### src/rtl/core/fenwick_pair_moment_engine_defines.svh
// Assertion macros shared by the fenwick pair moment engine RTL.
// Expects signals named clock and reset in the scope of each use.
`ifndef FENWICK_PAIR_MOMENT_ENGINE_DEFINES_SVH
`define FENWICK_PAIR_MOMENT_ENGINE_DEFINES_SVH

// same-cycle implication
`define FPME_ASSERT_HOLDS(label, ante, cons, msg) \
   label: assert property (@(posedge clock) disable iff (reset) (ante) |-> (cons)) \
      else $error(msg);

// next-cycle implication
`define FPME_ASSERT_NEXT(label, ante, cons, msg) \
   label: assert property (@(posedge clock) disable iff (reset) (ante) |=> (cons)) \
      else $error(msg);

`endif

### src/rtl/core/fpme_pkg.sv
// Package for the fenwick pair moment engine: widths, codes, node row type
// and the micro-op program of the shared multiply-accumulate unit. No dependencies.
`timescale 1ns / 1ps
`default_nettype none

package fpme_pkg;

   localparam int RANK_W = 11;
   localparam int POS_W  = 16;
   localparam int VAL_W  = 32;
   localparam int CNT_W  = 32;
   localparam int SUM_W  = 64;
   localparam int HALF_W = 32;

   localparam int FPME_RANK_COUNT = 1024;
   localparam logic [RANK_W-1:0] RANKS_RESET = 11'd1024;

   // request actions
   localparam logic [1:0] ACT_INSERT = 2'd0;
   localparam logic [1:0] ACT_REMOVE = 2'd1;
   localparam logic [1:0] ACT_QUERY  = 2'd2;
   localparam logic [1:0] ACT_UNUSED = 2'd3;

   // one tree node: four moments
   typedef struct packed {
      logic [CNT_W-1:0] count;
      logic [SUM_W-1:0] sum_x;
      logic [SUM_W-1:0] sum_y;
      logic [SUM_W-1:0] sum_xy;
   } row_type;

   // operand sources of the multiplier
   localparam int SRC_W = 3;
   localparam logic [SRC_W-1:0] SRC_X  = 3'd0;
   localparam logic [SRC_W-1:0] SRC_Y  = 3'd1;
   localparam logic [SRC_W-1:0] SRC_XY = 3'd2;
   localparam logic [SRC_W-1:0] SRC_C  = 3'd3;
   localparam logic [SRC_W-1:0] SRC_SX = 3'd4;
   localparam logic [SRC_W-1:0] SRC_SY = 3'd5;

   typedef struct packed {
      logic valid;
      logic shift;    // product lands in the upper half
      logic negate;   // subtract instead of add
      logic to_xy;    // destination is the x*y register
      logic init;     // start from the initial value, not the running one
   } mac_ctl_type;

   typedef struct packed {
      logic [SRC_W-1:0] a_src;
      logic             a_hi;
      logic [SRC_W-1:0] b_src;
      logic             b_hi;
      logic             shift;
      logic             negate;
      logic             to_xy;
      logic             init;
   } mac_op_type;

   localparam int PROG_LEN = 10;
   localparam int OP_W     = $clog2(PROG_LEN);
   localparam logic [OP_W-1:0] OP_XY_FIRST  = OP_W'(0);
   localparam logic [OP_W-1:0] OP_XY_LAST   = OP_W'(1);
   localparam logic [OP_W-1:0] OP_MAC_FIRST = OP_W'(2);
   localparam logic [OP_W-1:0] OP_MAC_LAST  = OP_W'(PROG_LEN - 1);

   // 64-bit wrapped products from 32x32 partial products; the C*XY terms
   // come last so that x*y has settled before it is read
   function automatic mac_op_type mac_program(input logic [OP_W-1:0] idx);
      mac_op_type op;
      op = '0;
      case (idx)
         OP_W'(0): op = '{SRC_X,  1'b0, SRC_Y,  1'b0, 1'b0, 1'b0, 1'b1, 1'b1};
         OP_W'(1): op = '{SRC_X,  1'b0, SRC_Y,  1'b1, 1'b1, 1'b0, 1'b1, 1'b0};
         OP_W'(2): op = '{SRC_SX, 1'b0, SRC_Y,  1'b0, 1'b0, 1'b1, 1'b0, 1'b1};
         OP_W'(3): op = '{SRC_SX, 1'b0, SRC_Y,  1'b1, 1'b1, 1'b1, 1'b0, 1'b0};
         OP_W'(4): op = '{SRC_SX, 1'b1, SRC_Y,  1'b0, 1'b1, 1'b1, 1'b0, 1'b0};
         OP_W'(5): op = '{SRC_SY, 1'b0, SRC_X,  1'b0, 1'b0, 1'b1, 1'b0, 1'b0};
         OP_W'(6): op = '{SRC_SY, 1'b1, SRC_X,  1'b0, 1'b1, 1'b1, 1'b0, 1'b0};
         OP_W'(7): op = '{SRC_C,  1'b0, SRC_XY, 1'b0, 1'b0, 1'b0, 1'b0, 1'b0};
         OP_W'(8): op = '{SRC_C,  1'b0, SRC_XY, 1'b1, 1'b1, 1'b0, 1'b0, 1'b0};
         OP_W'(9): op = '{SRC_C,  1'b1, SRC_XY, 1'b0, 1'b1, 1'b0, 1'b0, 1'b0};
         default:  op = '0;
      endcase
      return op;
   endfunction

endpackage

`default_nettype wire

### src/rtl/core/fpme_mac.sv
// Shared multiply-accumulate unit: a registered 32x32 multiply, then a 64-bit
// add or subtract into the x*y or the moment accumulator. Depends on fpme_pkg.
`timescale 1ns / 1ps
`default_nettype none

module fpme_mac
   import fpme_pkg::*;
(
   input  logic              clock,
   input  logic              reset,
   input  mac_ctl_type       ctl,
   input  logic [HALF_W-1:0] opnd_a,
   input  logic [HALF_W-1:0] opnd_b,
   input  logic [SUM_W-1:0]  init_value,
   output logic [SUM_W-1:0]  xy,
   output logic [SUM_W-1:0]  acc
);

   mac_ctl_type      ctl_ff;
   logic [SUM_W-1:0] prod_ff;
   logic [SUM_W-1:0] xy_ff, xy_in;
   logic [SUM_W-1:0] acc_ff, acc_in;
   logic [SUM_W-1:0] addend;
   logic [SUM_W-1:0] base;
   logic [SUM_W-1:0] total;

   always_ff @(posedge clock) begin
      if (reset) begin
         ctl_ff <= '0;
      end else begin
         ctl_ff <= ctl;
      end
   end

   always_ff @(posedge clock) begin
      prod_ff <= opnd_a * opnd_b;
      xy_ff   <= xy_in;
      acc_ff  <= acc_in;
   end

   always_comb begin
      addend = ctl_ff.shift ? {prod_ff[HALF_W-1:0], {HALF_W{1'b0}}} : prod_ff;
      if (ctl_ff.init) begin
         base = ctl_ff.to_xy ? '0 : init_value;
      end else begin
         base = ctl_ff.to_xy ? xy_ff : acc_ff;
      end
      total  = ctl_ff.negate ? base - addend : base + addend;
      xy_in  = xy_ff;
      acc_in = acc_ff;
      if (ctl_ff.valid) begin
         if (ctl_ff.to_xy) begin
            xy_in = total;
         end else begin
            acc_in = total;
         end
      end
   end

   assign xy  = xy_ff;
   assign acc = acc_ff;

endmodule

`default_nettype wire

### config.mk
export PLATFORM = sky130hd
export DESIGN_NAME = fpme_mac
export DESIGN_NICKNAME = d
export VERILOG_FILES = /design/src/rtl/core/fenwick_pair_moment_engine_defines.svh /design/src/rtl/core/fpme_pkg.sv /design/src/rtl/core/fpme_mac.sv
export SDC_FILE = /design/constraint.sdc
export NUM_CORES = 2
export LEC_CHECK = 0
export BUFFER_PORTS_ARGS = -buffer_cell sky130_fd_sc_hd__buf_2
export CAP_MARGIN = 20
export CORE_MARGIN = 2
export CORE_UTILIZATION = 60
export DETAILED_ROUTE_END_ITERATION = 6
export PLACE_DENSITY = 0.79
export SLEW_MARGIN = 20
export SYNTH_ARGS = -nofsm -noshare
export SYNTH_HDL_FRONTEND = slang
export SYNTH_SLANG_ARGS = --single-unit
### constraint.sdc
create_clock -name clock -period 10.3 [get_ports clock]
set_input_delay 0.515 -clock clock [delete_from_list [all_inputs] [get_ports clock]]
set_output_delay 0.515 -clock clock [all_outputs]
set_load 0.1 [all_outputs]
# Yosys cells after proc, flatten, opt, wreduce, memory -nomap -nowiden
# Cells that the tools add are included.
[op_classes]
reduce_logical = 2
bitwise_logic = 1
mul = 1
addsub = 2
mux = 5
[ops]
columns = ["operator", "n"]
rows = [
  ["$mux 64", 5],
  ["$add 64x64->64", 1],
  ["$mul 32x32->64", 1],
  ["$sub 64x64->64", 1],
  ["$reduce_and 2->1", 2],
  ["$not 1->1", 1],
]
[totals]
elab_cells = 19
output_inout_bits = 128
input_bits = 135
reg_bits = 197

# Longest topological paths before layout
[logic_depth]
ltp_word = 4
ltp_mapped = 30
depth_no_buf = 28

# Least setup slack after synthesis
# No wires, ideal clock.
[synth_path]
kind = "input to register"
start = "in opnd_a[20]"
end = "reg prod_ff[61]"
setup_ps = 120
path_slack_ps = 2867
path_buffers = 2
arrival_time_ps = 7313
path_stages = 25
cell_sequence = "clkbuf_1 > nand2_1 > fa_1 > inv_1 > fa_1 > inv_1 > fa_1 > inv_1 > fa_1 > fa_1 > fa_1 > fa_1 > fa_1 > ha_1 > clkbuf_1 > nand2_1 > nor4_1 > and3b_1 > o2111a_1 > o31ai_1 > a21oi_1 > a311oi_1 > o21ai_1 > a41oi_1 > xnor2_1"
[synth_between]
elab_chain_len = 1
[synth_lines]
columns = ["item", "line", "rtl"]
rows = [
  ["from (decl)", "fpme_mac.sv:12", "input logic [HALF_W-1:0] opnd_a,"],
  ["$mul 32x32->64", "fpme_mac.sv:36", "prod_ff <= opnd_a * opnd_b;"],
  ["to (signal assigned)", "fpme_mac.sv:36", ""],
  ["to (decl)", "fpme_mac.sv:20", "logic [SUM_W-1:0] prod_ff;"],
]
# No other way between the ends.
# A chain may end at the register's enable or synchronous reset.

# Worst setup path after layout
[layout_path]
start = "in opnd_a[13]"
end = "reg prod_ff[58]"
# The elaborated chain is that of the path after synthesis.

==> flow_results.xml <==
<?xml version="1.0" encoding="UTF-8"?>
<metrics>
  <group name="synthesis">
    <metric name="seq_area_frac_synth" unit="%">11.40</metric>
    <metric name="synth_fp_nets" unit="">6393</metric>
    <metric name="synth-seq-cells" unit="">197</metric>
    <metric name="synth-main-ff-cell" unit="">sky130_fd_sc_hd__edfxtp_1</metric>
    <metric name="mappedNetlistArea" unit="um^2">45820</metric>
    <metric name="synthArstFlopShare" unit="%">0</metric>
    <metric name="number_of_enable_type_register_cells_in_the_synthesized_netlist" unit="">128</metric>
    <metric name="count_of_warnings_emitted_by_yosys" unit="">0</metric>
    <metric name="postSynthAreaPerCell" unit="um^2">9.102</metric>
    <metric name="netlist_instances" unit="">5034</metric>
    <metric name="yosys.cell_types.count" unit="">81</metric>
  </group>
  <group name="cts">
    <metric name="cts_setup_buffers" unit="">0</metric>
    <metric name="cts_root_buffer_type" unit="">sky130_fd_sc_hd__clkbuf_16</metric>
    <metric name="cts_resized" unit="">0</metric>
    <metric name="cts.reportedPaths.clkPinSlew" unit="ns">0.08</metric>
    <metric name="cts_buffers" unit="">17</metric>
    <metric name="clkSinkCount" unit="">197</metric>
    <metric name="clock_tree_from_tritoncts" unit="">built</metric>
    <metric name="clk_buf_depth" unit="">2</metric>
    <metric name="cts_hold_repair.buffers" unit="">0</metric>
    <metric name="worstSkewPairLatency" unit="ns">0.46</metric>
    <metric name="clock_tree.htree_level_count" unit="">4</metric>
  </group>
  <group name="route">
    <metric name="pre_repair_dr_iteration_count" unit="">7</metric>
    <metric name="drc" unit="">3</metric>
    <metric name="totalWireLength" unit="um">134400</metric>
    <metric name="drt_first_iter_violations" unit="">2814</metric>
    <metric name="vias" unit="">35596</metric>
    <metric name="wire_per_inst" unit="um">22.27</metric>
    <metric name="route.antenna.remaining_nets" unit="">0</metric>
    <metric name="avgViaCountPerCell" unit="">5.898</metric>
  </group>
  <group name="floorplanning">
    <metric name="core_area" unit="um^2">75820</metric>
    <metric name="start_util" unit="%">60.43</metric>
    <metric name="design.die.area" unit="um^2">78600</metric>
    <metric name="die-width" unit="um">280.4</metric>
    <metric name="y_dimension_of_the_die" unit="um">280.4</metric>
    <metric name="placement_rows" unit="">101</metric>
    <metric name="ios" unit="">263</metric>
  </group>
  <group name="placement">
    <metric name="port_buffers" unit="">262</metric>
    <metric name="place.detailed.hpwl" unit="um">104100</metric>
    <metric name="gp_congestion" unit="">0.9909</metric>
  </group>
  <group name="timing">
    <metric name="max_slew_margin" unit="%">33.39</metric>
    <metric name="fmax" unit="MHz">121.3</metric>
    <metric name="final_hold_violation_count" unit="">0</metric>
    <metric name="slew_violations" unit="">0</metric>
    <metric name="fin_crit_share" unit="%">80.03</metric>
    <metric name="totalNegativeSetupSlack" unit="ns">0</metric>
    <metric name="finalWorstPathRequiredPeriod" unit="ns">8.243</metric>
    <metric name="worst_slew_pin_slew" unit="ns">0.9992</metric>
    <metric name="clock-skew-final" unit="ns">0.01368</metric>
    <metric name="setup-violations-final" unit="">0</metric>
    <metric name="grt_setup_unrepaired" unit="">no</metric>
  </group>
  <group name="run_status">
    <metric name="violations" unit="">design-rule violations</metric>
    <metric name="run_status" unit="">finished with violations</metric>
  </group>
  <group name="final_layout">
    <metric name="syn_to_final_growth" unit="%">4.666</metric>
    <metric name="finish.utilization" unit="%">63.25</metric>
    <metric name="final_nets" unit="">6400</metric>
    <metric name="most_used_cells_in_the_layout_excluding_fill_and_tap_cells" unit="">sky130_fd_sc_hd__fa_1, sky130_fd_sc_hd__inv_1, sky130_fd_sc_hd__nand2_1</metric>
    <metric name="layout_commonest_cell" unit="">sky130_fd_sc_hd__fa_1</metric>
    <metric name="post_route_cells_drive_above_1_share" unit="%">6.549</metric>
    <metric name="fill_cell_count" unit="">6262</metric>
  </group>
  <group name="global_routing">
    <metric name="grt_first_pass_wirelength" unit="um">209300</metric>
    <metric name="globalRoute.totalOverflow" unit="">0</metric>
    <metric name="grtUsageTotal" unit="%">34.93</metric>
    <metric name="grt_max_degree" unit="">71</metric>
    <metric name="number_of_global_route_vias_before_repair" unit="">37666</metric>
    <metric name="number_of_antenna_violations_at_the_first_check_in_global_routing" unit="">6</metric>
  </group>
  <group name="run">
    <metric name="maxCapViolations" unit="">0</metric>
  </group>
  <group name="min_path">
    <metric name="hold-path-cell-count" unit="">2</metric>
    <metric name="timing.hold.worst.class" unit="">primary input to register</metric>
  </group>
  <group name="worst_setup_path">
    <metric name="worst-setup-path-type" unit="">primary input to register</metric>
    <metric name="ff2ff_setup_slack" unit="ns">3.79</metric>
    <metric name="crit_path_end_kind" unit="">register</metric>
    <metric name="critPathRequiredTime" unit="ns">10.69</metric>
    <metric name="worst-endpoint-arrival" unit="ns">8.63</metric>
    <metric name="worst-path-max-fanout" unit="">32</metric>
    <metric name="cp-start-kind" unit="">primary input</metric>
    <metric name="r2r_cell_count" unit="">20</metric>
  </group>
</metrics>
-- final timing paths --
kind | startpoint | endpoint
worst max-delay path | opnd_a[13] | prod_ff[58]
worst min-delay path | ctl[0] | ctl_ff[0]
worst max register to register | ctl_ff[3] | acc[60]
worst min register to register | xy[0] | xy[0]
-- through the flow --
stage | instances | setup slack, ns | hold WS, ns | area (um^2)
after floorplan | 5034 | 2.867 | 0.5866 | 45820
after global placement | 6000 | 1.713 | 0.7239 | 47390
after detailed placement | 6000 | 1.704 | 0.7334 | 47390
after CTS | 6032 | 2.212 | 0.2545 | 47950
after global routing | 6034 | 1.676 | 0.2699 | 47960
final | 6035 | 2.057 | 0.2628 | 47960
-- critical path, stage by stage --
cell and delay (ns):
sky130_fd_sc_hd__buf_2 0.64, sky130_fd_sc_hd__and2_1 0.27, sky130_fd_sc_hd__fa_1 0.46, sky130_fd_sc_hd__fa_1 0.55, sky130_fd_sc_hd__inv_1 0.06, sky130_fd_sc_hd__fa_1 0.52
sky130_fd_sc_hd__fa_1 0.41, sky130_fd_sc_hd__inv_1 0.08, sky130_fd_sc_hd__fa_1 0.44, sky130_fd_sc_hd__fa_1 0.51, sky130_fd_sc_hd__fa_1 0.49, sky130_fd_sc_hd__inv_1 0.05
sky130_fd_sc_hd__fa_1 0.48, sky130_fd_sc_hd__inv_1 0.04, sky130_fd_sc_hd__ha_1 0.44, sky130_fd_sc_hd__nand2_1 0.19, sky130_fd_sc_hd__nor2_1 0.18, sky130_fd_sc_hd__o311ai_1 0.20
sky130_fd_sc_hd__a2111oi_1 0.95, sky130_fd_sc_hd__o211ai_1 0.23, sky130_fd_sc_hd__a21boi_1 0.32, sky130_fd_sc_hd__a31oi_1 0.20, sky130_fd_sc_hd__o21bai_1 0.20, sky130_fd_sc_hd__xor2_1 0.17
-- cells in the mapped netlist (all sizes together) (3+ instances only) --
| master | instances | area share (%) |
|---|---|---|
| or2 | 4 | 0.055 |
| o221a | 3 | 0.074 |
| o311ai | 3 | 0.057 |
| a21oi | 188 | 2.1 |
| a31oi | 20 | 0.27 |
| o41ai | 3 | 0.057 |
| nand2b | 27 | 0.37 |
| buf | 17 | 0.16 |
| nand4 | 41 | 0.56 |
| o21bai | 27 | 0.44 |
| o22ai | 3 | 0.041 |
| o31ai | 15 | 0.26 |
| a21o | 70 | 1.1 |
| ha | 327 | 8.9 |
| a2111oi | 4 | 0.079 |
| and3 | 22 | 0.30 |
| nor3 | 42 | 0.46 |
| mux2i | 94 | 2.1 |
| a221oi | 3 | 0.057 |
| and2 | 586 | 8.0 |
| inv | 893 | 7.3 |
| o211ai | 15 | 0.25 |
| o31a | 6 | 0.11 |
| a21boi | 4 | 0.066 |
| nand3b | 8 | 0.13 |
| nor2 | 141 | 1.2 |
| and4 | 10 | 0.19 |
| dfxtp | 69 | 3.0 |
| a41oi | 8 | 0.17 |
| fa | 897 | 39 |
| nor4 | 13 | 0.22 |
| nand3 | 29 | 0.32 |
| nand2 | 599 | 4.9 |
| xor2 | 81 | 1.5 |
| or3 | 10 | 0.14 |
| xnor2 | 93 | 1.8 |
| or4 | 7 | 0.12 |
| a41o | 3 | 0.066 |
| nor2b | 33 | 0.45 |
| o21ai | 162 | 1.8 |
| edfxtp | 128 | 8.4 |
| clkbuf | 270 | 2.2 |
| a211oi | 14 | 0.23 |
| o21a | 13 | 0.22 |
-- logic make-up (layout without fill, tap and decap cells) --
kind of cell / count (synthesis) / count (layout) / share of synthesized area, %
AND/OR/NAND/NOR: 1578 / 1578 / 17.51
AO/OA/AOI/OAI: 584 / 584 / 7.826
buffers and inverters: 1181 / 1201 / 9.696
adder cells (fa/ha/maj): 1224 / 1224 / 48.12
flip-flops: 197 / 197 / 11.40
XOR/XNOR: 174 / 174 / 3.342
other: 0 / 3 / 0
multiplexers: 96 / 96 / 2.103
-- sequential cells by signal (all words and copies together) (netlist names) --
name	flops
acc	64
ctl_ff	5
prod_ff	64
xy	64
-- routing by layer --
metal  GRT usage [%]  share of wire (%)  vias to the layer above
met4           15.62                5.1                        4
met1           42.86                 37                    17740
met2           60.28                 49                     1857
met5               0              0.020                        -
li1                -                  -                    15614
met3           6.304                9.0                      381
-- layout make-up --
| type | count | area (um^2) | area share (%) |
|---|---|---|---|
| Multi-Input combinational cell | 3656 | 36170 | 75.42 |
| Sequential cell | 197 | 5235 | 10.92 |
| Inverter | 894 | 3356 | 6.997 |
| Timing Repair Buffer | 275 | 1409 | 2.938 |
| Tap cell | 978 | 1224 | 2.551 |
| Clock buffer | 19 | 442.9 | 0.9235 |
| Clock inverter | 13 | 116.4 | 0.2426 |
| Antenna cell | 3 | 7.507 | 0.01565 |
Power is not shown: default switching activity piles up to over one toggle a cycle in this logic, so the estimate is an artifact.
